### config.mk
export PLATFORM = sky130hd
export DESIGN_NAME = eod_lane
export DESIGN_NICKNAME = d
export VERILOG_FILES = /design/src/rtl/assert_macros.svh /design/src/rtl/eod_pkg.sv /design/src/rtl/eod_lane.sv
export SDC_FILE = /design/constraint.sdc
export NUM_CORES = 1
export LEC_CHECK = 0
export ABC_CLOCK_PERIOD_IN_PS = 18750
export BUFFER_PORTS_ARGS = -buffer_cell sky130_fd_sc_hd__buf_2
export CAP_MARGIN = 20
export CORE_MARGIN = 4
export CORE_UTILIZATION = 50
export DETAILED_ROUTE_END_ITERATION = 8
export PLACE_DENSITY_LB_ADDON = 0.12
export SLEW_MARGIN = 40
export SYNTH_ARGS = -nofsm -noshare
export SYNTH_HDL_FRONTEND = slang
export SYNTH_SLANG_ARGS = --single-unit
### constraint.sdc
create_clock -name clk_i -period 18.75 [get_ports clk_i]
set_input_delay 1.875 -clock clk_i [delete_from_list [all_inputs] [get_ports clk_i]]
set_output_delay 1.875 -clock clk_i [all_outputs]
set_load 0.05 [all_outputs]
### src/rtl/assert_macros.svh
// ----------------------------------------------------------------------------
// Assertion macros
// Concurrent assertion wrappers shared by the energy onset detector RTL.
// ----------------------------------------------------------------------------
`ifndef ASSERT_MACROS_SVH
`define ASSERT_MACROS_SVH
`ifndef SYNTH
`define EOD_ASSERT(name, clk, rst_n, prop, msg) \
  name: assert property (@(posedge clk) disable iff (!rst_n) prop) else $error(msg);
`define EOD_ASSERT_NEVER(name, clk, rst_n, cond, msg) \
  name: assert property (@(posedge clk) disable iff (!rst_n) !(cond)) else $error(msg);
`else
`define EOD_ASSERT(name, clk, rst_n, prop, msg)
`define EOD_ASSERT_NEVER(name, clk, rst_n, cond, msg)
`endif
`endif

### src/rtl/eod_pkg.sv
// ----------------------------------------------------------------------------
// Energy onset detector package
// Widths, reset values, register indexes and item types of the detector.
// ----------------------------------------------------------------------------
package eod_pkg;

  localparam int SAMPLE_W   = 16;
  localparam int SQ_W       = 31;
  localparam int SUM_W      = 41;
  localparam int PROD_W     = 47;
  localparam int FRAME_W    = 32;
  localparam int WIN_W      = 10;
  localparam int HOP_W      = 9;
  localparam int SKIP_W     = 16;
  localparam int CHAN_W     = 2;
  localparam int CFG_IDX_W  = 4;
  localparam int CFG_DATA_W = 41;

  localparam int MAX_WINDOW_DEF = 512;
  localparam int CHANNELS_DEF   = 2;

  localparam logic [WIN_W-1:0]  WIN_LEN_RST   = WIN_W'(240);
  localparam logic [SKIP_W-1:0] SKIP_LEN_RST  = SKIP_W'(2400);
  localparam logic [SUM_W-1:0]  THRESHOLD_RST = SUM_W'(206158430);
  localparam logic [CHAN_W-1:0] CHAN_CNT_RST  = CHAN_W'(2);

  typedef enum logic [CFG_IDX_W-1:0] {
    CFG_WINDOW_LEN    = 4'd0,
    CFG_SKIP_LEN      = 4'd1,
    CFG_THRESHOLD     = 4'd2,
    CFG_CHANNEL_COUNT = 4'd3
  } cfg_idx_e;

  typedef struct packed {
    logic signed [SAMPLE_W-1:0] sample_left;
    logic signed [SAMPLE_W-1:0] sample_right;
    logic                       end_of_buffer;
  } in_item_t;

  typedef struct packed {
    logic [FRAME_W-1:0] onset_position;
    logic [SUM_W-1:0]   onset_energy;
  } out_item_t;

  typedef struct packed {
    logic [WIN_W-1:0]  win_len;
    logic [HOP_W-1:0]  hop;
    logic [SKIP_W-1:0] skip;
    logic [SUM_W-1:0]  threshold;
    logic              use_right;
  } cfg_t;

  typedef struct packed {
    logic [FRAME_W-1:0] frame;
    logic [SUM_W-1:0]   energy;
    logic               last;
  } win_t;

endpackage

### src/rtl/eod_lane.sv
// ----------------------------------------------------------------------------
// Energy onset detector lane
// Squares one channel sample of an item and registers the product.
// ----------------------------------------------------------------------------
module eod_lane (
  input  logic                                clk_i,
  input  logic                                load_i,
  input  logic signed [eod_pkg::SAMPLE_W-1:0] sample_i,
  output logic        [eod_pkg::SQ_W-1:0]     sq_o
);
  import eod_pkg::*;

  logic signed [2*SAMPLE_W-1:0] prod;
  logic        [SQ_W-1:0]       sq_q;

  assign prod = (2*SAMPLE_W)'(sample_i) * (2*SAMPLE_W)'(sample_i);

  always_ff @(posedge clk_i) begin
    if (load_i) begin
      sq_q <= prod[SQ_W-1:0];
    end
  end

  assign sq_o = sq_q;

endmodule

==> flow_summary_export.csv <==
group,metric,value,unit
route,drt_pass1_iterations,5,
clock_network,cts_setup_buffers,0,
timing,slew_viol_final,0,
timing,tightestPinTransition,0.688,ns
global_route,grt_pass1_vias,7667,
clock_network,cts_tree,"yes",
route,routed_wl,21.4,mm
placement,hpwl,18.5,mm
floorplanning,dieArea,22800,sq um
timing,finalSetupTns,0,ns
layout,layout_commonest_cell,"inv_1",
placement,portBuffers,47,
layout,syn2layout_area_growth,5.68,%
synth,async_flop_share,0,%
global_route,gr-usage-all-layers,21.1,%
placement,gp_congestion,0.896,
flow_run,drv_cap,0,
synth,synth-seq-cells,30,
layout,layout-drive-gt1-share,7.52,%
timing,rsz0062_at_grt,"no",
clock_network,max-clock-path-buffers,2,
floorplanning,ios,49,
synth,synth_nets,1413,
hold_path,hold_class,"in -> reg",
layout,final_cell_mix,"334 x inv_1, 229 x fa_1, 87 x nand2_1, 87 x ha_1, 54 x nor2_1",
timing,finalCriticalPeriod,7.88,ns
worst_setup_path,crit_type,"in -> reg",
global_route,grt_start_max_net_pins,31,
route,drtIter0Drc,189,
clock_network,clock-sinks,30,
layout,fillers,1869,
timing,period_share,42.1,%
floorplanning,coreArea,19800,sq um
timing,final_hold_viol_count,0,
synth,ys_seq_area_share,8.83,%
layout,n_antenna_cell,0,
placement,placed_cell_area,10600,sq um
synth,yosysWarnings,0,
worst_setup_path,worstPathRequired,18.78,ns
clock_network,path_clk_slew,0.05,ns
route,wl_per_cell,15.6,um
global_route,grt_pass1_wl,37.4,mm
synth,synth_edf_count,30,
timing,slew_headroom,54.2,%
worst_setup_path,critPathMaxFanout,19,
clock_network,cts_inserted_buffers,5,
placement,numPlacedInstances,1361,
route,vias,6870,
status,outcome,"completed",
timing,fmax,127,MHz
layout,final_area,10800,sq um
clock_network,cts_max_level,2,
floorplanning,initial_core_util,51.6,%
global_route,grt_overflow,0,
worst_setup_path,cp-start-kind,"input pin",
worst_setup_path,critPathCaptureType,"flop",
synth,syn_area_per_cell,9.46,sq um
clock_network,cts_resized,0,
clock_network,root_buffer,"clkbuf_16",
floorplanning,die_h,151,um
synth,ys.flop_type,"edfxtp_1",
floorplanning,die_w,151,um
floorplanning,rows,51,
layout,largest_reg_flops,30,
global_route,antenna_found_initial,0,
route,viasPerCell,5.02,
synth,synth_cell_types,75,
layout,final_cells,1369,
route,antenna_left,0,
synth,netlist_area,10200,sq um
timing,setup_viol,0,
route,drc_errors,0,
worst_setup_path,cp.arrival,7.92,ns
synth,netlist_instances,1079,
clock_network,postCtsHoldBufs,0,
layout,nNetsFinal,1437,
-- cells in the mapped netlist (4+ instances only) --
library cell | number | area (sq um)
a21o_1 | 11 | 82.6
a21oi_1 | 17 | 85.1
a31o_2 | 5 | 43.8
and2_1 | 32 | 200
and3_1 | 6 | 37.5
clkbuf_1 | 25 | 93.8
edfxtp_1 | 30 | 901
fa_1 | 229 | 4580
ha_1 | 87 | 1090
inv_1 | 334 | 1250
nand2_1 | 87 | 327
nand2b_1 | 8 | 50.1
nand3_1 | 8 | 40.0
nor2_1 | 54 | 203
nor2b_1 | 7 | 43.8
nor3_1 | 7 | 35.0
o21a_1 | 4 | 30.0
o21ai_0 | 9 | 45.0
o21ai_1 | 4 | 20.0
xnor2_1 | 27 | 236
xor2_1 | 9 | 78.8
-- cell families (layout without fill, tap and decap cells) --
| kind of cell | after synthesis | count (layout) | synth area share (%) |
|---|---|---|---|
| xor gates and xnor gates | 36 | 36 | 3.09 |
| DFF | 30 | 30 | 8.83 |
| other | 1 | 1 | 0.0367 |
| muxes | 4 | 4 | 0.405 |
| buffers and inverters | 367 | 392 | 13.6 |
| and+or+nand+nor | 226 | 226 | 10.5 |
| adders and majority gates | 316 | 316 | 55.6 |
| AOI/OAI and AO/OA | 99 | 99 | 7.90 |
-- metrics by stage --
stage                     hold slack, ns  util (%)  setup WS, ns
after floorplan                     1.97         -         11.09
after global placement              2.28      53.8         10.68
after detailed placement            2.27      53.8         10.58
after CTS                           1.97      54.5         10.88
after global routing                1.98      54.5         10.44
final                               1.99      54.5         10.87
-- routing by layer --
metal	GRT usage, %	part of all wire [%]	up-vias
met4	4.13	2.3	0
met1	26.7	41	3478
met2	39.2	54	111
li1	-	-	3250
met3	2.30	3.0	31
met5	0	0	-
-- layout make-up --
cell class / count / area (sq um) / area share (%)
Tap cell: 265 / 332 / 3.07
Multi-Input combinational cell: 682 / 7910 / 73.4
Clock buffer: 6 / 129 / 1.20
Timing Repair Buffer: 47 / 235 / 2.18
Clock inverter: 2 / 8.76 / 0.0812
Sequential cell: 30 / 901 / 8.35
Inverter: 337 / 1260 / 11.7
-- worst paths after layout --
| check | from | endpoint | slack [ns] | depth (start not counted) |
|---|---|---|---|---|
| max | sample_i[15] | sq_o[27] | 10.87 | 18 |
| min | sample_i[0] | sq_o[0] | 1.99 | 1 |
-- critical path, cell delays in order --
cell     delay (ns)
buf_2          0.32
inv_1          0.34
nor2_1         0.29
fa_1           0.58
fa_1           0.66
inv_1          0.19
fa_1           0.52
fa_1           0.57
fa_1           0.42
fa_1           0.49
inv_1          0.04
ha_1           0.40
a21o_1         0.24
a21oi_1        0.33
nor2b_1        0.12
nor3_1         0.15
a21oi_1        0.06
a311o_1        0.32
Power is left out: the tool's default activity adds up to more than one toggle a clock period on the data nets, which glitch-free logic cannot reach.
