==> src/rtl/assert_macros.svh <==
// ----------------------------------------------------------------------------
// Assertion macros
// Concurrent assertion wrappers shared by the energy onset detector RTL.
// ----------------------------------------------------------------------------
`ifndef ASSERT_MACROS_SVH
`define ASSERT_MACROS_SVH
`ifndef SYNTH
`define EOD_ASSERT(name, clk, rst_n, prop, msg) \
  name: assert property (@(posedge clk) disable iff (!rst_n) prop) else $error(msg);
`define EOD_ASSERT_NEVER(name, clk, rst_n, cond, msg) \
  name: assert property (@(posedge clk) disable iff (!rst_n) !(cond)) else $error(msg);
`else
`define EOD_ASSERT(name, clk, rst_n, prop, msg)
`define EOD_ASSERT_NEVER(name, clk, rst_n, cond, msg)
`endif
`endif

==> src/rtl/eod_pkg.sv <==
// ----------------------------------------------------------------------------
// Energy onset detector package
// Widths, reset values, register indexes and item types of the detector.
// ----------------------------------------------------------------------------
package eod_pkg;

  localparam int SAMPLE_W   = 16;
  localparam int SQ_W       = 31;
  localparam int SUM_W      = 41;
  localparam int PROD_W     = 47;
  localparam int FRAME_W    = 32;
  localparam int WIN_W      = 10;
  localparam int HOP_W      = 9;
  localparam int SKIP_W     = 16;
  localparam int CHAN_W     = 2;
  localparam int CFG_IDX_W  = 4;
  localparam int CFG_DATA_W = 41;

  localparam int MAX_WINDOW_DEF = 512;
  localparam int CHANNELS_DEF   = 2;

  localparam logic [WIN_W-1:0]  WIN_LEN_RST   = WIN_W'(240);
  localparam logic [SKIP_W-1:0] SKIP_LEN_RST  = SKIP_W'(2400);
  localparam logic [SUM_W-1:0]  THRESHOLD_RST = SUM_W'(206158430);
  localparam logic [CHAN_W-1:0] CHAN_CNT_RST  = CHAN_W'(2);

  typedef enum logic [CFG_IDX_W-1:0] {
    CFG_WINDOW_LEN    = 4'd0,
    CFG_SKIP_LEN      = 4'd1,
    CFG_THRESHOLD     = 4'd2,
    CFG_CHANNEL_COUNT = 4'd3
  } cfg_idx_e;

  typedef struct packed {
    logic signed [SAMPLE_W-1:0] sample_left;
    logic signed [SAMPLE_W-1:0] sample_right;
    logic                       end_of_buffer;
  } in_item_t;

  typedef struct packed {
    logic [FRAME_W-1:0] onset_position;
    logic [SUM_W-1:0]   onset_energy;
  } out_item_t;

  typedef struct packed {
    logic [WIN_W-1:0]  win_len;
    logic [HOP_W-1:0]  hop;
    logic [SKIP_W-1:0] skip;
    logic [SUM_W-1:0]  threshold;
    logic              use_right;
  } cfg_t;

  typedef struct packed {
    logic [FRAME_W-1:0] frame;
    logic [SUM_W-1:0]   energy;
    logic               last;
  } win_t;

endpackage

==> src/rtl/eod_judge.sv <==
// ----------------------------------------------------------------------------
// Energy onset detector judge
// Judges completed windows against the threshold and the previous window.
// ----------------------------------------------------------------------------
`include "assert_macros.svh"

module eod_judge (
  input  logic               clk_i,
  input  logic               rst_ni,
  input  eod_pkg::cfg_t      cfg_i,
  input  logic               load_i,
  input  eod_pkg::win_t      win_i,
  output logic               s2_go_o,
  output logic               out_valid_o,
  input  logic               out_ready_i,
  output eod_pkg::out_item_t out_item_o
);
  import eod_pkg::*;

  logic               v2_q, v2_d;
  win_t               item_q;
  logic [FRAME_W-1:0] nws_q, nws_d, win_end;
  logic [PROD_W-1:0]  prev36_q, prev36_d, e_ext, e25, e36;
  logic               ov_q, ov_d;
  out_item_t          out_q;
  logic               judge, fire, out_free, s2_go, leave;

  always_comb begin
    e_ext    = PROD_W'(item_q.energy);
    e25      = (e_ext << 4) + (e_ext << 3) + e_ext;
    e36      = (e_ext << 5) + (e_ext << 2);
    win_end  = nws_q + FRAME_W'(cfg_i.win_len) - FRAME_W'(1);
    judge    = v2_q && !item_q.last && (item_q.frame == win_end);
    fire     = judge && (item_q.energy > cfg_i.threshold) && (e25 > prev36_q);
    out_free = !ov_q || out_ready_i;
    s2_go    = !v2_q || !fire || out_free;
    leave    = v2_q && s2_go;
  end

  always_comb begin
    nws_d    = nws_q;
    prev36_d = prev36_q;
    v2_d     = v2_q;
    ov_d     = ov_q && !out_ready_i;
    if (leave) begin
      v2_d = 1'b0;
      if (item_q.last) begin
        nws_d    = '0;
        prev36_d = '0;
      end else if (judge) begin
        prev36_d = e36;
        nws_d    = nws_q + FRAME_W'(cfg_i.hop) + (fire ? FRAME_W'(cfg_i.skip) : '0);
      end
      if (fire) begin
        ov_d = 1'b1;
      end
    end
    if (load_i) begin
      v2_d = 1'b1;
    end
  end

  always_ff @(posedge clk_i or negedge rst_ni) begin
    if (!rst_ni) begin
      v2_q     <= 1'b0;
      nws_q    <= '0;
      prev36_q <= '0;
      ov_q     <= 1'b0;
    end else begin
      v2_q     <= v2_d;
      nws_q    <= nws_d;
      prev36_q <= prev36_d;
      ov_q     <= ov_d;
    end
  end

  always_ff @(posedge clk_i) begin
    if (load_i) begin
      item_q <= win_i;
    end
    if (leave && fire) begin
      out_q <= '{onset_position: nws_q, onset_energy: item_q.energy};
    end
  end

  assign s2_go_o     = s2_go;
  assign out_valid_o = ov_q;
  assign out_item_o  = out_q;

  `EOD_ASSERT(a_state_cleared, clk_i, rst_ni, (leave && item_q.last) |=> (nws_q == '0 && prev36_q == '0), "state not cleared")
  `EOD_ASSERT(a_onset_shown, clk_i, rst_ni, (leave && fire) |=> ov_q, "onset not presented")

endmodule

==> config.mk <==
export PLATFORM = sky130hd
export DESIGN_NAME = eod_judge
export DESIGN_NICKNAME = d
export VERILOG_FILES = /design/src/rtl/eod_pkg.sv /design/src/rtl/eod_judge.sv
export VERILOG_INCLUDE_DIRS = /design/src /design/src/rtl
export SDC_FILE = /design/constraint.sdc
export NUM_CORES = 1
export LEC_CHECK = 0
export ABC_AREA = 0
export BUFFER_PORTS_ARGS = -buffer_cell sky130_fd_sc_hd__buf_4
export CORE_ASPECT_RATIO = 1.1
export CORE_MARGIN = 5
export CORE_UTILIZATION = 40
export CTS_BUF_LIST = sky130_fd_sc_hd__clkbuf_16
export DETAILED_ROUTE_END_ITERATION = 6
export HOLD_SLACK_MARGIN = 0.12
export PLACE_DENSITY_LB_ADDON = 0.2
export SLEW_MARGIN = 20
export SYNTH_ARGS = -nofsm -noshare
export SYNTH_HDL_FRONTEND = slang
export SYNTH_SLANG_ARGS = --single-unit
export TNS_END_PERCENT = 100
==> constraint.sdc <==
create_clock -name clk_i -period 13.3 [get_ports clk_i]
set_input_delay 1.995 -clock clk_i [delete_from_list [all_inputs] [get_ports clk_i]]
set_output_delay 1.995 -clock clk_i [all_outputs]
set_load 0.01 [all_outputs]
==> results.json, run 1 <==
{
  "status": "finished, final reports clean",
  "syn_nets": 2468,
  "kind_of_capture_point_of_the_worst_setup_path": "register",
  "floorplan.die.height_um": 240,
  "cts_hold_buf": 0,
  "layout.nets": 2683,
  "pin_count": 230,
  "core_um2": 47700,
  "power_per_cell_area_nw_per_um2": 124,
  "startpoint_type": "register",
  "worstPathMaxFanout": 15,
  "synth-seq-cells": 226,
  "hold_path_class": "register to register",
  "wl_um": 58800,
  "remaining_drc_errors": 0,
  "count_of_endpoints_failing_setup_in_the_final_report": 0,
  "grt_overflow_total": 0,
  "viasPerCell": 5.60,
  "gpl_congestion": 0.903,
  "clkSinkCount": 226,
  "ys_seq_area_frac": 0.332,
  "post_cts_buffers": 0,
  "syn_area_um2": 19200,
  "antenna_left": 0,
  "f_max_mhz": 92.2,
  "drive_gt1_frac": 0.139,
  "post-route-min-period_ps": 10840,
  "critical_path_arrival_ps": 11280,
  "htree_num_levels": 1,
  "antennaDiodeCount": 0,
  "tightest_slew_ps": 889,
  "place_ws_ps": 2580,
  "asyncSetResetFlopFracSynth": 0.350,
  "worst_setup_slack_final_ps": 2460,
  "grt_pass1_vias": 16700,
  "critical_path_required_ps": 13740,
  "slowest_delay_ps": 610,
  "yosysUniqueCellTypes": 79,
  "first_pass_iters": 5,
  "rsz0062_at_grt": "no",
  "ys_dominant_reg_cell": "edfxtp_1",
  "worst-setup-path-type": "register to register",
  "initial_core_util": 0.403,
  "clock_tree_from_tritoncts": "done",
  "layout.cells.most_common_list": "ha_1, buf_4, inv_1",
  "final.fill_count": 4621,
  "rows": 84,
  "tritoncts.num_buffers": 29,
  "drt-wirelength-per-cell_um": 20.3,
  "relSlewSlack": 0.392,
  "dr_total_vias": 16300,
  "path_common_cell": "o21ai_0",
  "ys_warn_count": 0,
  "drt-initial-drc-count": 883,
  "critPathTopFamily": "compound AO/OA/AOI/OAI gates",
  "area_growth_pct": 16.8,
  "design.die.area_um2": 52600,
  "grt_start_max_net_pins": 76,
  "worstSkewPairLatency_ps": 580,
  "portBuffers": 228,
  "ir_worst_vdd_mv": 0.100,
  "wire_length_of_the_first_global_routing_pass_um": 92800,
  "power_leakage_nw": 9.74,
  "grt_util_all_layers": 0.222,
  "timing.setup.tns_ps": 0,
  "hold_viol": 0,
  "postSynthAreaPerCell_um2": 9.53,
  "clock_tree.buffer_depth": 3,
  "cap_viol_max_count": 0,
  "slew_violations": 0,
  "root_buffer": "clkbuf_16",
  "clock_skew_ps": 16.9,
  "min_period_over_period": 0.815,
  "detailed_place_hpwl_um": 45700,
  "antenna_found_initial": 0,
  "critical_path.n_buffers_inverters": 1,
  "number_of_enable_type_register_cells_in_the_synthesized_netlist": 147,
  "die_w_um": 219,
  "layout_commonest_cell": "ha_1",
  "worst_path_max_delay_cell": "nor4bb_1",
  "post_synth_inst_count": 2019,
  "worst_setup_hold_path_clk_slew_ps": 60,
  "post_cts_resize_count": 0
}
==> sequential cells by signal, indices dropped and copies added, names as in the netlist <==
name and flops:
out_valid_o 1, item_q 33, e_ext 41, v2_q 1, out_item_o 73, nws_q 32
prev36_q 45
==> power breakdown <==
group	leakage, nW	switching (mW)	internal (mW)
clock network	0.449	0.322	0.406
registers	2.42	0.0569	0.781
logic	6.87	0.703	0.512
total	9.74	1.08	1.70
==> worst paths after layout <==
kind,start,to,slack (ps),cells past startpoint
min reg2reg,nws_q[9]$_DFFE_PN0P_,out_item_o[50]$_DFFE_PP_,490,0
max in group asynchronous,rst_ni,prev36_q[34]$_DFFE_PN0P_,10820,2
max,e_ext[4]$_DFFE_PP_,nws_q[30]$_DFFE_PN0P_,2460,34
min in group asynchronous,rst_ni,prev36_q[6]$_DFFE_PN0P_,1340,1
min,nws_q[9]$_DFFE_PN0P_,out_item_o[50]$_DFFE_PP_,490,0
max reg2reg,e_ext[4]$_DFFE_PP_,nws_q[30]$_DFFE_PN0P_,2460,34
==> cell type report <==
type,count,area (µm²),share of cell area
tap,645,807,0.0359
clock buffer,30,751,0.0334
inverter,187,702,0.0312
timing repair buffer,237,1780,0.0793
multi-input combinational,1553,11900,0.531
clock inverter,24,118,0.00523
sequential,226,6390,0.284
==> kinds of logic (layout without fill, tap and decap cells) <==
| kind of cell | count (synthesis) | count (layout) | share of synthesized area |
|---|---|---|---|
| flip-flops | 226 | 226 | 0.332 |
| adder cells (fa/ha/maj) | 294 | 294 | 0.211 |
| multiplexers | 7 | 7 | 0.00377 |
| AND/OR/NAND/NOR | 549 | 549 | 0.145 |
| AO/OA/AOI/OAI | 578 | 578 | 0.201 |
| XOR/XNOR | 125 | 125 | 0.0585 |
| buffers and inverters | 240 | 478 | 0.0488 |
==> cells in the mapped netlist, drive strengths merged (5+ instances only) <==
library cell | count | area share
a2111oi | 7 | 0.0042
a211o | 6 | 0.0027
a211oi | 35 | 0.014
a21o | 54 | 0.021
a21oi | 154 | 0.040
a221oi | 5 | 0.0023
a22oi | 5 | 0.0020
a311o | 5 | 0.0026
a311oi | 5 | 0.0023
a31oi | 15 | 0.0049
and2 | 21 | 0.0068
and3 | 22 | 0.0072
and4 | 5 | 0.0023
buf | 19 | 0.0056
clkbuf | 34 | 0.0067
dfrtp | 79 | 0.10
edfxtp | 147 | 0.23
fa | 50 | 0.052
ha | 244 | 0.16
inv | 187 | 0.036
mux2i | 5 | 0.0026
nand2 | 119 | 0.023
nand2b | 21 | 0.0068
nand3 | 48 | 0.012
nand3b | 5 | 0.0020
nand4 | 44 | 0.014
nor2 | 106 | 0.021
nor2b | 18 | 0.0059
nor3 | 71 | 0.018
nor3b | 8 | 0.0031
nor4 | 22 | 0.0072
o211ai | 16 | 0.0062
o21a | 28 | 0.011
o21ai | 107 | 0.028
o21bai | 57 | 0.022
o22ai | 13 | 0.0042
o311ai | 8 | 0.0036
o31ai | 17 | 0.0073
o41ai | 8 | 0.0060
or2 | 7 | 0.0023
or3 | 15 | 0.0049
or4 | 6 | 0.0023
xnor2 | 75 | 0.034
xor2 | 48 | 0.022
==> worst reg2reg max path, delay by kind of cell, from the launching register on <==
family	cells	cell delay (ps)
compound gates	18	4580
simple gates	8	2710
fa+ha+maj	6	2330
flops	1	590
buf+inv	1	320
xor+xnor	1	170
==> layer usage <==
layer  vias to the layer above  part of all wire  GRT usage
met2                       392              0.46      0.369
met5                         -                 0          0
met3                       101             0.047     0.0311
met4                         0             0.031     0.0657
met1                      7873              0.46      0.303
li1                       7890                 -          -
==> stage by stage <==
stage | cells | hold slack, ps | utilization | power [mW] | cell area [µm²]
floorplan | 2019 | 425 | - | 1.72 | 19200
global placement | 2848 | 480 | 0.453 | 2.04 | 21600
detailed placement | 2848 | 487 | 0.453 | 2.06 | 21600
CTS | 2902 | 502 | 0.471 | 2.80 | 22500
global route | 2902 | 525 | 0.471 | 3.00 | 22500
finish | 2902 | 493 | 0.471 | 2.78 | 22500
Note: power is estimated with default switching activity, not from simulation.
==> run 2: changes to the inputs <==
- ABC_AREA: 0 -> 1
- clock period: 13.3 -> 11 ns (I/O delays scaled with it)
==> run 2 against run 1 <==
  * Clock skew increased by 9.8 ps
  * Power rose by 46%
  * Critical endpoint is now nws_q[23]$_DFFE_PN0P_
  * Critical path type unchanged
  * Sequential share of layout area shrank 1.5 points
  * Maximum frequency is 13% higher
==> results.json, run 2 <==
{
  "status": "finished, final reports clean",
  "clock_tree.buffer_depth": 3,
  "power_per_cell_area_nw_per_um2": 171,
  "hold_path_class": "register to register",
  "design.die.area_um2": 55200,
  "post_cts_buffers": 0,
  "ys_warn_count": 0,
  "internal_power_mw": 2.32,
  "grt_start_max_net_pins": 79,
  "layout.cells.most_common_list": "nand2_1, inv_1, nor2_1",
  "synth.top_cell.area_share": 0.218,
  "asyncSetResetFlopFracSynth": 0.350,
  "path_common_cell": "nand2_1",
  "worstSkewPairLatency_ps": 600,
  "synth.cells.most_frequent": "nand2_1, inv_1, nor2_1, ha_1, a21oi_1",
  "detailed_place_hpwl_um": 48200,
  "p_seq_frac": 0.265,
  "gpl_congestion": 1.02,
  "slowest_delay_ps": 580,
  "htree_num_levels": 1,
  "critical_path_required_ps": 11470,
  "largest_reg_flops": 73,
  "final.fill_count": 5079,
  "clock_skew_ps": 26.7,
  "kind_of_capture_point_of_the_worst_setup_path": "register",
  "netSwitchingPower_mw": 1.74,
  "worst_path_max_delay_cell": "edfxtp_1",
  "hold_viol": 0,
  "relSlewSlack": 0.244,
  "layout.area.seq_um2": 6390,
  "tritoncts.num_buffers": 31,
  "slew_violations": 0,
  "drive_gt1_frac": 0.104,
  "first_pass_iters": 5,
  "rsz0062_at_grt": "no",
  "syn_area_um2": 20200,
  "holdPathStages": 2,
  "cts_hold_buf": 0,
  "drt-wirelength-per-cell_um": 17.0,
  "hold_ws_ps": 469,
  "remaining_drc_errors": 0,
  "f_max_mhz": 105,
  "die_w_um": 225,
  "number_of_enable_type_register_cells_in_the_synthesized_netlist": 147,
  "comb_power_share": 0.485,
  "swShare": 0.429,
  "totalPowerFinal_mw": 4.06,
  "area_growth_pct": 17.3,
  "wl_um": 61400,
  "hold_start": "prev36_q[28]$_DFFE_PN0P_",
  "min_period_over_period": 0.869,
  "grt_pass1_vias": 18500,
  "post_synth_main_area_contributors": "edfxtp_1, ha_1, nand2_1",
  "core_um2": 50100,
  "timing.setup.tns_ps": 0,
  "power_leakage_nw": 12.0,
  "initial_core_util": 0.404,
  "rows": 86,
  "antennaDiodeCount": 0,
  "ys_dominant_reg_cell": "edfxtp_1",
  "floorplan.die.height_um": 246,
  "dr_total_vias": 18400,
  "postSynthAreaPerCell_um2": 7.53,
  "worst_r2r_path_depth": 44,
  "count_of_endpoints_failing_setup_in_the_final_report": 0,
  "post_synth_inst_count": 2690,
  "final-instance-count-excl-fill": 3611,
  "viasPerCell": 5.09,
  "syn_nets": 3139,
  "grt_overflow_total": 0,
  "r2r-start": "e_ext[4]$_DFFE_PP_",
  "startpoint_type": "register",
  "whs_endpoint": "prev36_q[28]$_DFFE_PN0P_",
  "worst_setup_hold_path_clk_slew_ps": 60,
  "grt_util_all_layers": 0.218,
  "layout_commonest_cell": "nand2_1",
  "ir_worst_vdd_mv": 0.119,
  "ys_seq_area_frac": 0.316,
  "yosys.area.top_type": "edfxtp_1",
  "worst-setup-path-type": "register to register",
  "antenna_left": 0,
  "critical_path_arrival_ps": 10030,
  "placed_cells": 3552,
  "critical_path.reg2reg.endpoint": "nws_q[23]$_DFFE_PN0P_",
  "multiInputGateArea_um2": 12100,
  "post_cts_resize_count": 0,
  "layout.nets": 3375,
  "cap_viol_max_count": 0,
  "worstPathMaxFanout": 16,
  "synth-seq-cells": 226,
  "portBuffers": 228,
  "tightest_slew_ps": 1130,
  "yosysUniqueCellTypes": 45,
  "setup_slack_of_the_most_critical_reg_to_reg_path_ps": 1440,
  "wire_length_of_the_first_global_routing_pass_um": 96900,
  "clkPwrFrac": 0.251,
  "clkSinkCount": 226,
  "root_buffer": "clkbuf_16",
  "post-route-min-period_ps": 9560,
  "synthMostInstantiatedCell": "nand2_1",
  "pin_count": 230,
  "drt-initial-drc-count": 1208,
  "antenna_found_initial": 0,
  "clock_tree_from_tritoncts": "done"
}
-- run 2: changes by cell type in the layout (fill, tap and decap cells not counted), sizes merged, moves of 18 or more --
cell | before | now
nor3 | 71 | 28
o21bai | 57 | 7
nor2b | 18 | 0
a21o | 54 | 9
and2 | 21 | 2
a211oi | 35 | 5
nand3 | 48 | 175
inv | 195 | 439
nor2 | 106 | 269
a21oi | 154 | 203
nand2 | 119 | 695
xnor2 | 75 | 44
nand2b | 21 | 0
-- run 2: layer usage --
layer  GRT usage  up-vias  share of wire
met5           0        -              0
met3      0.0248      104          0.044
met2       0.394      420           0.50
li1            -     9292              -
met4      0.0573        0          0.028
met1       0.275     8549           0.43
-- run 2: worst max-delay path: cells and delay by family, from the launching register on --
kind                     cells  cell delay [ps]
AO/OA/AOI/OAI               11             2440
adder cells (fa/ha/maj)      5             2050
buffers and inverters        4              480
flip-flops                   1              580
AND/OR/NAND/NOR             24             3890
-- run 2: power by group through the flow --
stage	clock (mW)	sequential [mW]	combinational, mW
after CTS	1.05	1.08	1.96
after global routing	1.08	1.09	2.25
after floorplan	0	1.06	1.42
after detailed placement	0	1.09	1.95
after global placement	0	1.09	1.91
final	1.02	1.07	1.97
-- run 2: worst max-delay path by stage --
stage / startpoint / endpoint / slack (ps)
3_3_place_gp: e_ext[4]$_DFFE_PP_ / nws_q[23]$_DFFE_PN0P_ / 1540
4_1_cts: e_ext[4]$_DFFE_PP_ / nws_q[23]$_DFFE_PN0P_ / 1350
6_report: e_ext[4]$_DFFE_PP_ / nws_q[23]$_DFFE_PN0P_ / 1440
2_1_floorplan: e_ext[4]$_DFFE_PP_ / out_item_o[0]$_DFFE_PP_ / 3030
5_1_grt: e_ext[4]$_DFFE_PP_ / nws_q[23]$_DFFE_PN0P_ / 450
3_5_place_dp: e_ext[4]$_DFFE_PP_ / nws_q[23]$_DFFE_PN0P_ / 1390
-- run 2: area by class of cell --
type                            instances  area share
Inverter                              431      0.0681
Multi-Input combinational cell       1999       0.509
Sequential cell                       226       0.269
Timing Repair Buffer                  237      0.0759
Clock inverter                         26     0.00938
Clock buffer                           32      0.0337
Tap cell                              660      0.0348
-- run 2: through the flow --
stage                     area [µm²]  setup slack [ps]   util
final                          23800              1440  0.474
after global routing           23800               452  0.474
after global placement         22700              1540  0.453
after floorplan                20200              3030      -
after detailed placement       22700              1390  0.453
after CTS                      23700              1350  0.473
-- run 2: cell families after synthesis --
family / count (synthesis) / share of synthesized area
and+or+nand+nor: 1227 / 0.250
buffers and inverters: 465 / 0.0879
AOI/OAI and AO/OA: 379 / 0.103
adders and majority gates: 294 / 0.200
DFF: 226 / 0.316
xor gates and xnor gates: 99 / 0.0428
